**src/hdl/pbp_pkg.sv**
```systemverilog
// pbp_pkg: shared types, constants and helper functions of the perceptron predictor
package pbp_pkg;

   localparam int TABLE_ENTRIES  = 64;   // power of two, the table index is the low address bits
   localparam int HISTORY_LENGTH = 8;
   localparam int WEIGHT_BITS    = 8;
   localparam int ADDR_BITS      = 32;
   localparam int THR_BITS       = 8;
   localparam int OUT_BITS       = 12;
   localparam int IDX_BITS       = (TABLE_ENTRIES > 1) ? $clog2(TABLE_ENTRIES) : 1;
   localparam int SUM_BITS       = WEIGHT_BITS + $clog2(HISTORY_LENGTH + 1);
   localparam int WIDE_BITS      = SUM_BITS + OUT_BITS;

   localparam logic [THR_BITS-1:0] THRESHOLD_RESET = THR_BITS'(30);

   typedef logic signed [WEIGHT_BITS-1:0] weight_type;
   typedef logic signed [SUM_BITS-1:0]    sum_type;
   typedef logic signed [OUT_BITS-1:0]    shown_type;
   typedef logic [IDX_BITS-1:0]           idx_type;
   typedef logic [HISTORY_LENGTH-1:0]     hist_type;
   typedef logic [THR_BITS-1:0]           thr_type;

   // one table row: the bias and all weights of one perceptron
   typedef struct packed {
      weight_type                       bias;
      weight_type [HISTORY_LENGTH-1:0]  weight;
   } row_type;

   // status from the perceptron datapath to the sequencer
   typedef struct packed {
      logic pred;
      logic train;
   } verdict_type;

   localparam weight_type WEIGHT_MAX = weight_type'((1 << (WEIGHT_BITS - 1)) - 1);
   localparam weight_type WEIGHT_MIN = weight_type'(-(1 << (WEIGHT_BITS - 1)));

   localparam logic signed [WIDE_BITS-1:0] SHOWN_MAX_W = WIDE_BITS'((1 << (OUT_BITS - 1)) - 1);
   localparam logic signed [WIDE_BITS-1:0] SHOWN_MIN_W = WIDE_BITS'(-(1 << (OUT_BITS - 1)));

   // one saturating step up or down
   function automatic weight_type sat_step(weight_type w, logic up);
      weight_type r;
      r = w;
      if (up) begin
         if (w != WEIGHT_MAX) r = w + weight_type'(1);
      end else begin
         if (w != WEIGHT_MIN) r = w - weight_type'(1);
      end
      return r;
   endfunction

   // clamp the exact sum into the output field
   function automatic shown_type clamp_sum(sum_type s);
      logic signed [WIDE_BITS-1:0] w;
      shown_type r;
      w = WIDE_BITS'(s);
      if (w > SHOWN_MAX_W)      r = SHOWN_MAX_W[OUT_BITS-1:0];
      else if (w < SHOWN_MIN_W) r = SHOWN_MIN_W[OUT_BITS-1:0];
      else                      r = w[OUT_BITS-1:0];
      return r;
   endfunction

endpackage

```
**src/hdl/pbp_table.sv**
```systemverilog
// pbp_table: perceptron row memory with registered read and per-row valid bits
module pbp_table import pbp_pkg::*; (
   input  logic    clock,
   input  logic    reset,
   input  logic    rd_en,
   input  idx_type rd_idx,
   output row_type rd_row,
   input  logic    wr_en,
   input  idx_type wr_idx,
   input  row_type wr_row
);

   row_type                    mem [TABLE_ENTRIES];
   row_type                    data_ff;
   logic                       hit_ff;
   logic [TABLE_ENTRIES-1:0]   valid_ff;

   always_ff @(posedge clock) begin
      if (wr_en) begin
         mem[wr_idx] <= wr_row;
      end
      if (rd_en) begin
         data_ff <= mem[rd_idx];
         hit_ff  <= valid_ff[rd_idx];
      end
   end

   // a row never written since reset reads as all zero
   always_ff @(posedge clock) begin
      if (reset) begin
         valid_ff <= '0;
      end else if (wr_en) begin
         valid_ff[wr_idx] <= 1'b1;
      end
   end

   assign rd_row = hit_ff ? data_ff : '0;

endmodule

```
**config.mk**
```make
export PLATFORM = sky130hd
export DESIGN_NAME = pbp_table
export DESIGN_NICKNAME = d
export VERILOG_FILES = /design/src/hdl/pbp_pkg.sv /design/src/hdl/pbp_table.sv
export SDC_FILE = /design/constraint.sdc
export NUM_CORES = 2
export LEC_CHECK = 0
export BUFFER_PORTS_ARGS = -buffer_cell sky130_fd_sc_hd__buf_2
export CAP_MARGIN = 20
export CORE_MARGIN = 4
export CORE_UTILIZATION = 35
export DETAILED_ROUTE_END_ITERATION = 12
export GPL_TIMING_DRIVEN = 0
export SLEW_MARGIN = 20
export SYNTH_ARGS = -nofsm -noshare
export SYNTH_HDL_FRONTEND = slang
export SYNTH_MEMORY_MAX_BITS = 65536
export SYNTH_SLANG_ARGS = --single-unit
```
**constraint.sdc**
```tcl
create_clock -name clock -period 16.8 [get_ports clock]
set_input_delay 5.04 -clock clock [delete_from_list [all_inputs] [get_ports clock]]
set_output_delay 5.04 -clock clock [all_outputs]
set_load 0.005 [all_outputs]
```
==> impl_metrics.tcl <==
set metrics [dict create \
    outcome "finished clean" \
    floorplan.rows 262 \
    crit_path_frequent_cell "buf_2" \
    yosys_warnings 0 \
    synthCells 7636 \
    portBuffers 156 \
    yosysUniqueCellTypes 35 \
    hold_buffers 0 \
    cp_num_buf_inv 4 \
    setup_ws_ns 8.37 \
    antenna_found_initial 100 \
    start_util_pct 35.2 \
    root_buffer "clkbuf_16" \
    crit_start "rd_idx[2]" \
    ir_drop_mv 0.109 \
    die_area_um2 523000 \
    p_per_area_nw_per_um2 117 \
    cp_top_family "buffers and inverters" \
    final-hold-violation-count 0 \
    cts_tree "done" \
    startpoint_type "primary input" \
    overflow 0 \
    grt.total_usage_pct 23.5 \
    leakagePower_nw 66.5 \
    synth.area.top_cells "edfxtp_1, mux4_2, a22oi_1" \
    swShare_pct 22.0 \
    drc_errors 0 \
    place_congestion 0.815 \
    seqPwrFrac_pct 52.8 \
    final-setup-viol-count 0 \
    fin_crit_ns 8.43 \
    syn-cell-area_um2 179000 \
    hold_path_startpoint "valid_ff[16]$_SDFFE_PP0P_" \
    clock-sinks 4745 \
    tightest_slew_ns 1.29 \
    grt_setup_unrepaired "no" \
    synth_seq_cells 4745 \
    dpl_cell_area_um2 198000 \
    cp_slowest_stage_delay_ns 0.90 \
    die_x_um 723 \
    cts_setup_buffers 0 \
    period_share_pct 50.2 \
    met3_length_um 81800 \
    synth.largest_area_cell "edfxtp_1" \
    end_kind "flop" \
    ctsResizeCount 0 \
    crit_arrival_ns 9.15 \
    wl_met1_um 222000 \
    grt_pass1_wl_um 825000 \
    clkPwrFrac_pct 41.6 \
    vias 95400 \
    synth_top_area_share_pct 78.5 \
    grt_pass1_vias 92000 \
    fin_worst_skew_ns 0.0386 \
    clkSlewWorstSetupHoldPaths_ns 0.06 \
    worst_ep_required_time_ns 17.52 \
    postRouteAntennaNets 0 \
    finalSetupTns_ns 0 \
    drtPass1Iterations 6 \
    p_switching_mw 5.48 \
    final_nets 8794 \
    critPathKind "in2reg" \
    ioPinCount 160 \
    avgViaCountPerCell 6.00 \
    die_h_um 723 \
    crit_slowest_cell "buf_2" \
    core_um2 509000 \
    wl_met2_um 285000 \
    crit_fanout 22 \
    path_cells "buf_2 > buf_2 > nor2_1 > clkbuf_4 > clkbuf_1 > a22oi_1 > nand3b_1 > o211a_1" \
    numCtsBuffers 470 \
    drive_gt1_share_pct 30.7 \
    syn_avg_cell_area_um2 23.5 \
    synth_nets 7724 \
    grt_max_degree 65 \
    r2r-start "mem[32][29]$_DFFE_PP_" \
    clock_latency_ns 1.01 \
    maxSlewHeadroom_pct 14.0 \
    slew_violations 0 \
    routed_wl_um 626000 \
    avgRoutedWirePerCell_um 39.4 \
    fin_area_um2 213000 \
    combPwrFrac_pct 5.6 \
    drt_iter0_drc 16700 \
    cts.path.max_buffers 4 \
    cap_violations 0 \
    dp_slack_ns 7.52 \
    instances_no_fill 15900 \
    postLayoutCoreUtil_pct 41.9 \
    yosysSeqAreaShare_pct 79.2 \
    worstHoldPathType "reg2reg" \
    fmax_mhz 119 \
    post-place-cells 15000 \
    syn_to_final_growth_pct 19.1 \
    dp_hpwl_um 442000 \
    p_int_mw 19.4 \
    top_layer_used "met5" \
    htree_levels 5 \
]
==> cells in the final DEF, fill, tap and decap left out, types with 10 or more instances in the layout <==
cell type,netlist,layout
nor2_4,0,61
mux2i_1,121,121
buf_6,28,37
clkinvlp_4,0,16
buf_12,0,254
mux4_2,1168,1168
dfxtp_1,64,64
a22oi_1,292,292
clkbuf_2,0,43
nand3b_1,32,32
nor2_1,226,165
edfxtp_1,4681,4681
nor2b_1,10,10
o22ai_1,144,144
buf_1,15,12
clkbuf_16,0,481
o211a_1,73,73
buf_4,48,144
buf_2,173,285
diode_2,0,58
a211oi_1,71,67
o221ai_1,50,50
clkinv_2,0,86
a21oi_1,12,12
bufinv_16,0,36
nand3_1,121,121
clkbuf_1,183,259
clkinv_1,0,101
and2_1,75,75
buf_16,0,128
==> per-layer routing <==
layer  GRT usage [%]  up-vias
li1                -    35300
met1            30.7    51000
met2            35.8     7620
met3            6.69     1482
met4            12.2       52
met5               0        -
==> power by group through the flow <==
stage	logic, mW	registers [mW]	clock network [mW]
after global routing	1.44	13.1	10.9
after CTS	1.38	13.1	10.4
after global placement	1.30	13.4	0
final	1.40	13.1	10.3
after floorplan	0.625	13.4	0
after detailed placement	1.38	13.4	0
==> layout make-up <==
cell class	instances	area [um2]
timing repair buffer	598	10000
clock buffer	612	12600
multi-input combinational	2442	35400
buffer	449	2380
tap	6732	8420
fill	43400	296000
antenna	58	145
sequential	4745	142000
clock inverter	266	2400
==> cell families (layout without fill, tap and decap cells) <==
logic type | Yosys count | count (layout) | share of synthesized area (%)
flip-flops | 4745 | 4745 | 79.2
multiplexers | 1289 | 1289 | 15.4
AO/OA/AOI/OAI | 648 | 648 | 2.73
AND/OR/NAND/NOR | 505 | 505 | 1.40
buffers and inverters | 449 | 1925 | 1.28
other | 0 | 58 | 0
==> cell usage after synthesis, drive strengths merged <==
| cell type | count |
|---|---|
| o211a | 73 |
| mux4 | 1168 |
| a31oi | 4 |
| a21oi | 12 |
| a22oi | 292 |
| buf | 264 |
| a211oi | 71 |
| nand4bb | 3 |
| nor2b | 10 |
| nand3b | 32 |
| and3 | 2 |
| and2 | 75 |
| clkbuf | 185 |
| nor3 | 4 |
| nand4b | 3 |
| dfxtp | 64 |
| mux2i | 121 |
| edfxtp | 4681 |
| or2 | 2 |
| nand4 | 3 |
| or3 | 3 |
| o22ai | 144 |
| a221oi | 2 |
| and4 | 2 |
| o221ai | 50 |
| nand3 | 121 |
| nand2 | 4 |
| or3b | 6 |
| nor2 | 226 |
| or4b | 1 |
| nand2b | 8 |
==> sequential cells by signal (all words and copies together) (netlist names) <==
name	cells
data_ff	72
valid_ff	64
hit_ff	1
mem	4608
==> worst min-delay path, stage by stage, from the launching register on <==
cell and delay [ns]:
dfxtp_1 0.32, nor2_1 0.05, nor2_1 0.07
==> metrics by stage <==
step	power, mW	hold WS, ns
after floorplan	14.0	0.431
after global placement	14.7	0.444
after detailed placement	14.8	0.458
after CTS	24.9	0.472
after global routing	25.5	0.496
final	24.9	0.470
==> worst paths after layout <==
kind	end	slack [ns]	cells after the start
max	data_ff[29]$_DFFE_PP_	8.37	8
min	valid_ff[16]$_SDFFE_PP0P_	0.47	2
max reg2reg	data_ff[29]$_DFFE_PP_	14.02	4
min reg2reg	valid_ff[16]$_SDFFE_PP0P_	0.47	2
Power figures use the tool's default switching activity.
