[config.mk]
export PLATFORM = sky130hd
export DESIGN_NAME = pbp_neuron
export DESIGN_NICKNAME = d
export VERILOG_FILES = /design/src/hdl/pbp_pkg.sv /design/src/hdl/pbp_neuron.sv
export SDC_FILE = /design/constraint.sdc
export NUM_CORES = 1
export LEC_CHECK = 0
export BUFFER_PORTS_ARGS = -buffer_cell sky130_fd_sc_hd__buf_2
export CELL_PAD_IN_SITES_DETAIL_PLACEMENT = 1
export CELL_PAD_IN_SITES_GLOBAL_PLACEMENT = 1
export CORE_ASPECT_RATIO = 0.8
export CORE_UTILIZATION = 35
export CTS_BUF_LIST = sky130_fd_sc_hd__clkbuf_4 sky130_fd_sc_hd__clkbuf_8
export DETAILED_ROUTE_END_ITERATION = 6
export MAX_ROUTING_LAYER = met4
export PLACE_DENSITY = 0.68
export REMOVE_ABC_BUFFERS = 1
export SLEW_MARGIN = 20
export SYNTH_ARGS = -nofsm -noshare
export SYNTH_HDL_FRONTEND = slang
export SYNTH_SLANG_ARGS = --single-unit
[constraint.sdc]
create_clock -name clock -period 7.4 [get_ports clock]
set_input_delay 0 -clock clock [delete_from_list [all_inputs] [get_ports clock]]
set_output_delay 0 -clock clock [all_outputs]
set_load 0.05 [all_outputs]
[src/hdl/pbp_pkg.sv]
// pbp_pkg: shared types, constants and helper functions of the perceptron predictor
package pbp_pkg;

   localparam int TABLE_ENTRIES  = 64;   // power of two, the table index is the low address bits
   localparam int HISTORY_LENGTH = 8;
   localparam int WEIGHT_BITS    = 8;
   localparam int ADDR_BITS      = 32;
   localparam int THR_BITS       = 8;
   localparam int OUT_BITS       = 12;
   localparam int IDX_BITS       = (TABLE_ENTRIES > 1) ? $clog2(TABLE_ENTRIES) : 1;
   localparam int SUM_BITS       = WEIGHT_BITS + $clog2(HISTORY_LENGTH + 1);
   localparam int WIDE_BITS      = SUM_BITS + OUT_BITS;

   localparam logic [THR_BITS-1:0] THRESHOLD_RESET = THR_BITS'(30);

   typedef logic signed [WEIGHT_BITS-1:0] weight_type;
   typedef logic signed [SUM_BITS-1:0]    sum_type;
   typedef logic signed [OUT_BITS-1:0]    shown_type;
   typedef logic [IDX_BITS-1:0]           idx_type;
   typedef logic [HISTORY_LENGTH-1:0]     hist_type;
   typedef logic [THR_BITS-1:0]           thr_type;

   // one table row: the bias and all weights of one perceptron
   typedef struct packed {
      weight_type                       bias;
      weight_type [HISTORY_LENGTH-1:0]  weight;
   } row_type;

   // status from the perceptron datapath to the sequencer
   typedef struct packed {
      logic pred;
      logic train;
   } verdict_type;

   localparam weight_type WEIGHT_MAX = weight_type'((1 << (WEIGHT_BITS - 1)) - 1);
   localparam weight_type WEIGHT_MIN = weight_type'(-(1 << (WEIGHT_BITS - 1)));

   localparam logic signed [WIDE_BITS-1:0] SHOWN_MAX_W = WIDE_BITS'((1 << (OUT_BITS - 1)) - 1);
   localparam logic signed [WIDE_BITS-1:0] SHOWN_MIN_W = WIDE_BITS'(-(1 << (OUT_BITS - 1)));

   // one saturating step up or down
   function automatic weight_type sat_step(weight_type w, logic up);
      weight_type r;
      r = w;
      if (up) begin
         if (w != WEIGHT_MAX) r = w + weight_type'(1);
      end else begin
         if (w != WEIGHT_MIN) r = w - weight_type'(1);
      end
      return r;
   endfunction

   // clamp the exact sum into the output field
   function automatic shown_type clamp_sum(sum_type s);
      logic signed [WIDE_BITS-1:0] w;
      shown_type r;
      w = WIDE_BITS'(s);
      if (w > SHOWN_MAX_W)      r = SHOWN_MAX_W[OUT_BITS-1:0];
      else if (w < SHOWN_MIN_W) r = SHOWN_MIN_W[OUT_BITS-1:0];
      else                      r = w[OUT_BITS-1:0];
      return r;
   endfunction

endpackage

[src/hdl/pbp_neuron.sv]
// pbp_neuron: perceptron dot product, training decision and row update
module pbp_neuron import pbp_pkg::*; (
   input  logic        clock,
   input  logic        load,
   input  row_type     rd_row,
   input  hist_type    history,
   input  logic        taken,
   input  thr_type     threshold,
   output sum_type     sum,
   output verdict_type verdict,
   output row_type     new_row
);

   sum_type                    acc;
   sum_type                    sum_ff;
   row_type                    row_ff;
   logic                       pred;
   logic [SUM_BITS-1:0]        mag;
   logic [SUM_BITS+THR_BITS-1:0] mag_w;
   logic [SUM_BITS+THR_BITS-1:0] thr_w;

   // bias plus weights signed by history bits
   always_comb begin
      acc = sum_type'(rd_row.bias);
      for (int j = 0; j < HISTORY_LENGTH; j++) begin
         if (history[j]) acc = acc + sum_type'(rd_row.weight[j]);
         else            acc = acc - sum_type'(rd_row.weight[j]);
      end
   end

   always_ff @(posedge clock) begin
      if (load) begin
         sum_ff <= acc;
         row_ff <= rd_row;
      end
   end

   assign pred  = ~sum_ff[SUM_BITS-1];
   assign mag   = sum_ff[SUM_BITS-1] ? SUM_BITS'(-sum_ff) : SUM_BITS'(sum_ff);
   assign mag_w = (SUM_BITS+THR_BITS)'(mag);
   assign thr_w = (SUM_BITS+THR_BITS)'(threshold);

   assign verdict.pred  = pred;
   assign verdict.train = (pred != taken) || (mag_w <= thr_w);

   always_comb begin
      new_row.bias = sat_step(row_ff.bias, taken);
      for (int j = 0; j < HISTORY_LENGTH; j++) begin
         new_row.weight[j] = sat_step(row_ff.weight[j], history[j] == taken);
      end
   end

   assign sum = sum_ff;

endmodule

==> results of run 1 <==
-- sequential cells by signal (all words and copies together), names as in the netlist --
signal	count
sum	12
row_ff	72
-- final timing paths --
path                       from   endpoint  slack (ns)  depth (start not counted)
worst min-delay path  rd_row[9]  row_ff[9]        0.03                          1
worst max-delay path  rd_row[0]    sum[11]        0.27                         35
-- layout make-up --
class                   count  area share [%]
multi-input cells        1125            58.4
flip-flops and latches     84            17.9
repair buffers            329            15.7
well taps                 413            3.67
inverters                 111            2.96
clock buffers               9           0.879
clock inverters             7           0.515
-- through the flow --
step	cells	setup WS [ns]	cell area [µm²]
2_1_floorplan	1320	0.216	11000
3_3_place_gp	1983	-0.227	12900
3_5_place_dp	1983	-0.354	12900
4_1_cts	2071	0.000889	13800
5_1_grt	2078	-0.0841	14100
6_report	2078	0.268	14100
-- repair_timing --
| action | CTS | global route |
|---|---|---|
| gates resized for setup | 0 | 47 |
| endpoints found under the setup margin | 0 | 2 |
| hold buffers | 72 | 0 |
| buffers inserted | 0 | 8 |
| hold endpoints to repair | 72 | 0 |
-- cells in the final DEF (no fill, tap or decap), types with 64 or more instances in the layout --
cell type	count
xor2_1	71
buf_2	174
nand2_1	64
edfxtp_1	84
nor2_1	124
ha_1	126
a21oi_1	98
xnor2_1	109
inv_1	111
o21ai_0	79
dlygate4sd3_1	71
buf_4	83
-- synth_stat cells, types with 3 or more instances --
master and count:
nand3b_1 7, o31ai_1 3, ha_1 129, and3_1 21, xor2_1 71, o22ai_1 7
nor2_1 125, a31o_2 13, a21o_1 25, nand4_1 6, a32o_1 4, o21ai_0 80
o21bai_1 25, or3_1 17, a211oi_1 16, a21oi_1 120, a41oi_1 3, nor3_1 65
clkbuf_1 21, a21boi_0 4, nor2b_1 10, nand2_1 64, a31oi_1 29, o211ai_1 7
a22oi_1 11, edfxtp_1 84, o21a_1 6, xnor2_1 111, fa_1 8, and3b_1 5
a221oi_1 11, nor4_1 8, nand3_1 39, nor3b_1 9, mux2_2 13, or4_1 4
nand2b_1 16, inv_1 111
-- logic make-up (layout without fill, tap and decap cells) --
kind of cell | count (synthesis) | after routing | synth area share, %
and+or+nand+nor | 408 | 408 | 18.3
AOI/OAI and AO/OA | 380 | 380 | 21.7
xor gates and xnor gates | 186 | 186 | 15.1
adders and majority gates | 137 | 137 | 16.0
buffers and inverters | 135 | 456 | 4.63
DFF | 84 | 84 | 22.8
muxes | 14 | 14 | 1.41
-- per-layer routing --
layer	global-route usage [%]	part of all wire, %
met5	-	0
met4	2.91	0.62
met1	30.4	51
met3	1.94	2.8
met2	34.3	46
==> results.toml, run 1 <==
[clocking]
cts_buffers = 9
cts_tree = "done"
clockRootBuffer = "clkbuf_8"
clkTransAtPathRegs_ns = 0.09
h-tree-depth = 3
clock_tree.buffer_depth = 2
clock-sinks = 84

[timing]
slew-limit-headroom_pct = 38.5
rsz0062_at_grt = "yes"
fmax_ghz = 0.140
setup_viol = 0
whs_ns = 0.0254
fin_crit_ns = 7.13
setup_tns_ns = 0
fin_crit_sh_pct = 96.4
worstMarginPinSlew_ns = 0.916
hold_viol_final = 0
maxSlewViolCount = 0

[die]
start_util_pct = 36.0
chipWidth_um = 201
core-area_um2 = 30700
pin_count = 177
die_h_um = 161
dieArea_um2 = 32300
num_rows = 57

[worst_setup_path]
cp_slowest_cell = "fa_1"
cp_data_arrival_time_ns = 7.25
worst-setup-path-type = "input pin to flop"
path_max_fanout = 4
required_ns = 7.51
cpMostUsedCell = "ha_1"
cp-start-kind = "input pin"
path_buf_inv = 3
crit_path_end_kind = "flop"
cp_slowest_stage_delay_ns = 0.61
critical-path-top-delay-family = "adder cells"

[logic_synthesis]
synth_edf_count = 84
ys_seq_area_share_pct = 22.8
syn_avg_cell_area_um2 = 8.23
synth_area_leaders = "edfxtp_1 23%, ha_1 15%, xnor2_1 8.8%"
async_reset_ff_share_pct = 0
synth_top_area_cell = "edfxtp_1"
yosysUniqueCellTypes = 65
yosys_warnings = 0
syn_area_um2 = 11100
synth_top_area_share_pct = 22.8
ys_ff_latch = 84
synth_ff_type = "edfxtp_1"
syn_inst = 1344

[detailed_routing]
wl_um = 34800
drc = 0
viasPerCell = 5.29
antenna_left = 0
dr_total_vias = 10986
drt_iter0_markers = 500
dr.pass1.iters = 5
routedWlPerCell_um = 16.7

[global_routing]
grt_overflow_total = 0
antenna_found_initial = 0
track_usage_pct = 21.6
first_global_vias = 11207
grt_max_degree = 47
grt_pass1_wl_um = 56300

[placement]
port_buffers = 176
routabilityCongestion = 0.902
dp_hpwl_um = 27300

[run]
drv_cap = 0

[finish]
antenna_cells = 0
final_util_pct = 45.8
register_area_um2 = 2520
drive_gt1_share_pct = 21.1
nNetsFinal = 1888
area_growth_pct = 27.4
multi_input_area_um2 = 8220
nFillCells = 3749

[status]
status = "completed"

[worst_hold_path]
hold_class = "input pin to flop"
Power of run 1 is left out: the tool's default activity adds up to more than one toggle a clock period on the data nets, which glitch-free logic cannot reach.
==> inputs of run 2 (changes only) <==
- ABC_AREA: not set -> 1
- PLACE_DENSITY: 0.68 -> 0.69
==> run 2 against run 1 <==
Net effect:
- sequential share of layout area decreased by 1.0 points
- setup slack improved by 0.11 ns
- worst hold slack improved by 0.091 ns
- critical endpoint unchanged
- synthesized cell count increased by 23%
- design area increased by 6.0%
- area after synthesis increased by 6.9%
- critical path depth increased by 8
- via count increased by 7.9%
- utilization decreased by 0.36 points
- flip-flop and latch count unchanged
- die area increased by 6.8%
==> results.toml, run 2 <==
[status]
status = "completed"

[logic_synthesis]
synthMuxAreaShare_pct = 0
synth_top_area_cell = "edfxtp_1"
synth_xor_area_share_pct = 16.0
async_reset_ff_share_pct = 0
syn_avg_cell_area_um2 = 7.16
synth.top_cells.by_count = "246 x nand2_1, 238 x inv_1, 158 x xor2_1, 129 x ha_1, 128 x a21oi_1"
synth_top_family_by_area = "simple AND/OR/NAND/NOR gates"
ys_seq_area_share_pct = 21.3
yosysUniqueCellTypes = 48
syn_inst = 1651
syn_area_um2 = 11800
synth-compound-area-share_pct = 15.4
synth_area_leaders = "edfxtp_1 21%, ha_1 14%, xor2_1 12%"
synth_top_area_share_pct = 21.3
ys_ff_latch = 84
yosys_warnings = 0
synth_ff_type = "edfxtp_1"
synthAdderAreaFrac_pct = 15.0
yosysMostFrequentCell = "nand2_1"
synthSimpleGateAreaFrac_pct = 22.4
synth_edf_count = 84

[run]
drv_cap = 0

[finish]
final_util_pct = 45.5
final_cell_mix = "243 x nand2_1, 236 x inv_1, 174 x buf_2"
regMostFlops = "row_ff"
antenna_cells = 0
nFillCells = 4157
nNetsFinal = 2177
final_common_cell = "nand2_1"
largest_register_ffs = 72
drive_gt1_share_pct = 21.2
area_growth_pct = 26.4

[worst_setup_path]
path_max_fanout = 5
cp_slowest_cell = "dlygate4sd3_1"
required_ns = 7.58
cp-start-kind = "input pin"
crit_path_end_kind = "flop"
worst-setup-path-type = "input pin to flop"
startpoint = "rd_row[8]"
cp_slowest_stage_delay_ns = 0.53
cp_data_arrival_time_ns = 7.20

[clocking]
clkTransAtPathRegs_ns = 0.10
cts_tree = "done"
clock-sinks = 84
cts_buffers = 9
clock_tree.buffer_depth = 2
clockRootBuffer = "clkbuf_8"
h-tree-depth = 3

[timing]
fmax_ghz = 0.142
maxSlewViolCount = 0
slew-limit-headroom_pct = 50.8
setup_tns_ns = 0
worstMarginPinSlew_ns = 0.737
setup_viol = 0
hold_viol_final = 0
whs_ns = 0.117
fin_crit_sh_pct = 95.0
fin_crit_ns = 7.03

[detailed_routing]
drt_iter0_markers = 525
dr.pass1.iters = 5
viasPerCell = 4.98
wl_um = 36800
routedWlPerCell_um = 15.5
drc = 0
antenna_left = 0
dr_total_vias = 11849

[placement]
port_buffers = 176
dp_hpwl_um = 29800
routabilityCongestion = 0.875

[die]
core-area_um2 = 32900
chipWidth_um = 208
pin_count = 177
num_rows = 59
dieArea_um2 = 34500
start_util_pct = 36.0
die_h_um = 166

[global_routing]
grt_max_degree = 46
track_usage_pct = 21.8
grt_pass1_wl_um = 59900
grt_overflow_total = 0
first_global_vias = 12012
antenna_found_initial = 0

[worst_hold_path]
hp-start = "load"
hold_class = "input pin to flop"
-- run 2: final timing paths --
check	endpoint	slack, ns	depth (start not counted)
max	sum[11]	0.37	43
min	row_ff[71]	0.12	1
-- run 2: through the flow --
step / worst slack (ns) / area, µm² / instances
2_1_floorplan: 0.567 / 11700 / 1631
3_3_place_gp: -0.149 / 13600 / 2289
3_5_place_dp: -0.428 / 13600 / 2289
4_1_cts: 0.00528 / 14500 / 2377
5_1_grt: -0.154 / 14900 / 2381
6_report: 0.373 / 14900 / 2381
-- run 2: critical path: cells and delay by family --
| family | cells | cell delay [ns] |
|---|---|---|
| AOI/OAI and AO/OA | 9 | 1.29 |
| adders and majority gates | 8 | 2.29 |
| and+or+nand+nor | 10 | 1.08 |
| buffers and inverters | 8 | 1.17 |
| xor gates and xnor gates | 8 | 1.34 |
-- run 2: cell families after synthesis --
family / count (synthesis)
AOI/OAI and AO/OA: 324
and+or+nand+nor: 581
DFF: 84
buffers and inverters: 309
adders and majority gates: 137
xor gates and xnor gates: 216
-- run 2: timing repair --
action                                  in CTS  in global routing
endpoints found under the setup margin       0                  5
hold buffers                                72                  0
buffers inserted                             0                  4
endpoints found under the hold margin       73                  0
resized for setup                            0                 76
-- run 2: cell type report --
class                           instances  area [µm²]  share of cell area (%)
Clock buffer                            9         124                   0.829
Clock inverter                          7         100                   0.670
Inverter                              289        1080                    7.26
Multi-Input combinational cell       1258        8530                    57.1
Sequential cell                        84        2520                    16.9
Tap cell                              427         534                    3.58
Timing Repair Buffer                  307        2050                    13.7
-- run 2: metal layers --
layer	vias to the layer above	GRT usage, %	routed length (µm)
met5	-	-	0
met1	5647	29.8	18800
li1	6051	-	-
met4	0	4.09	320
met2	130	34.8	16800
met3	21	2.29	859
Power of run 2 is left out for the same reason.
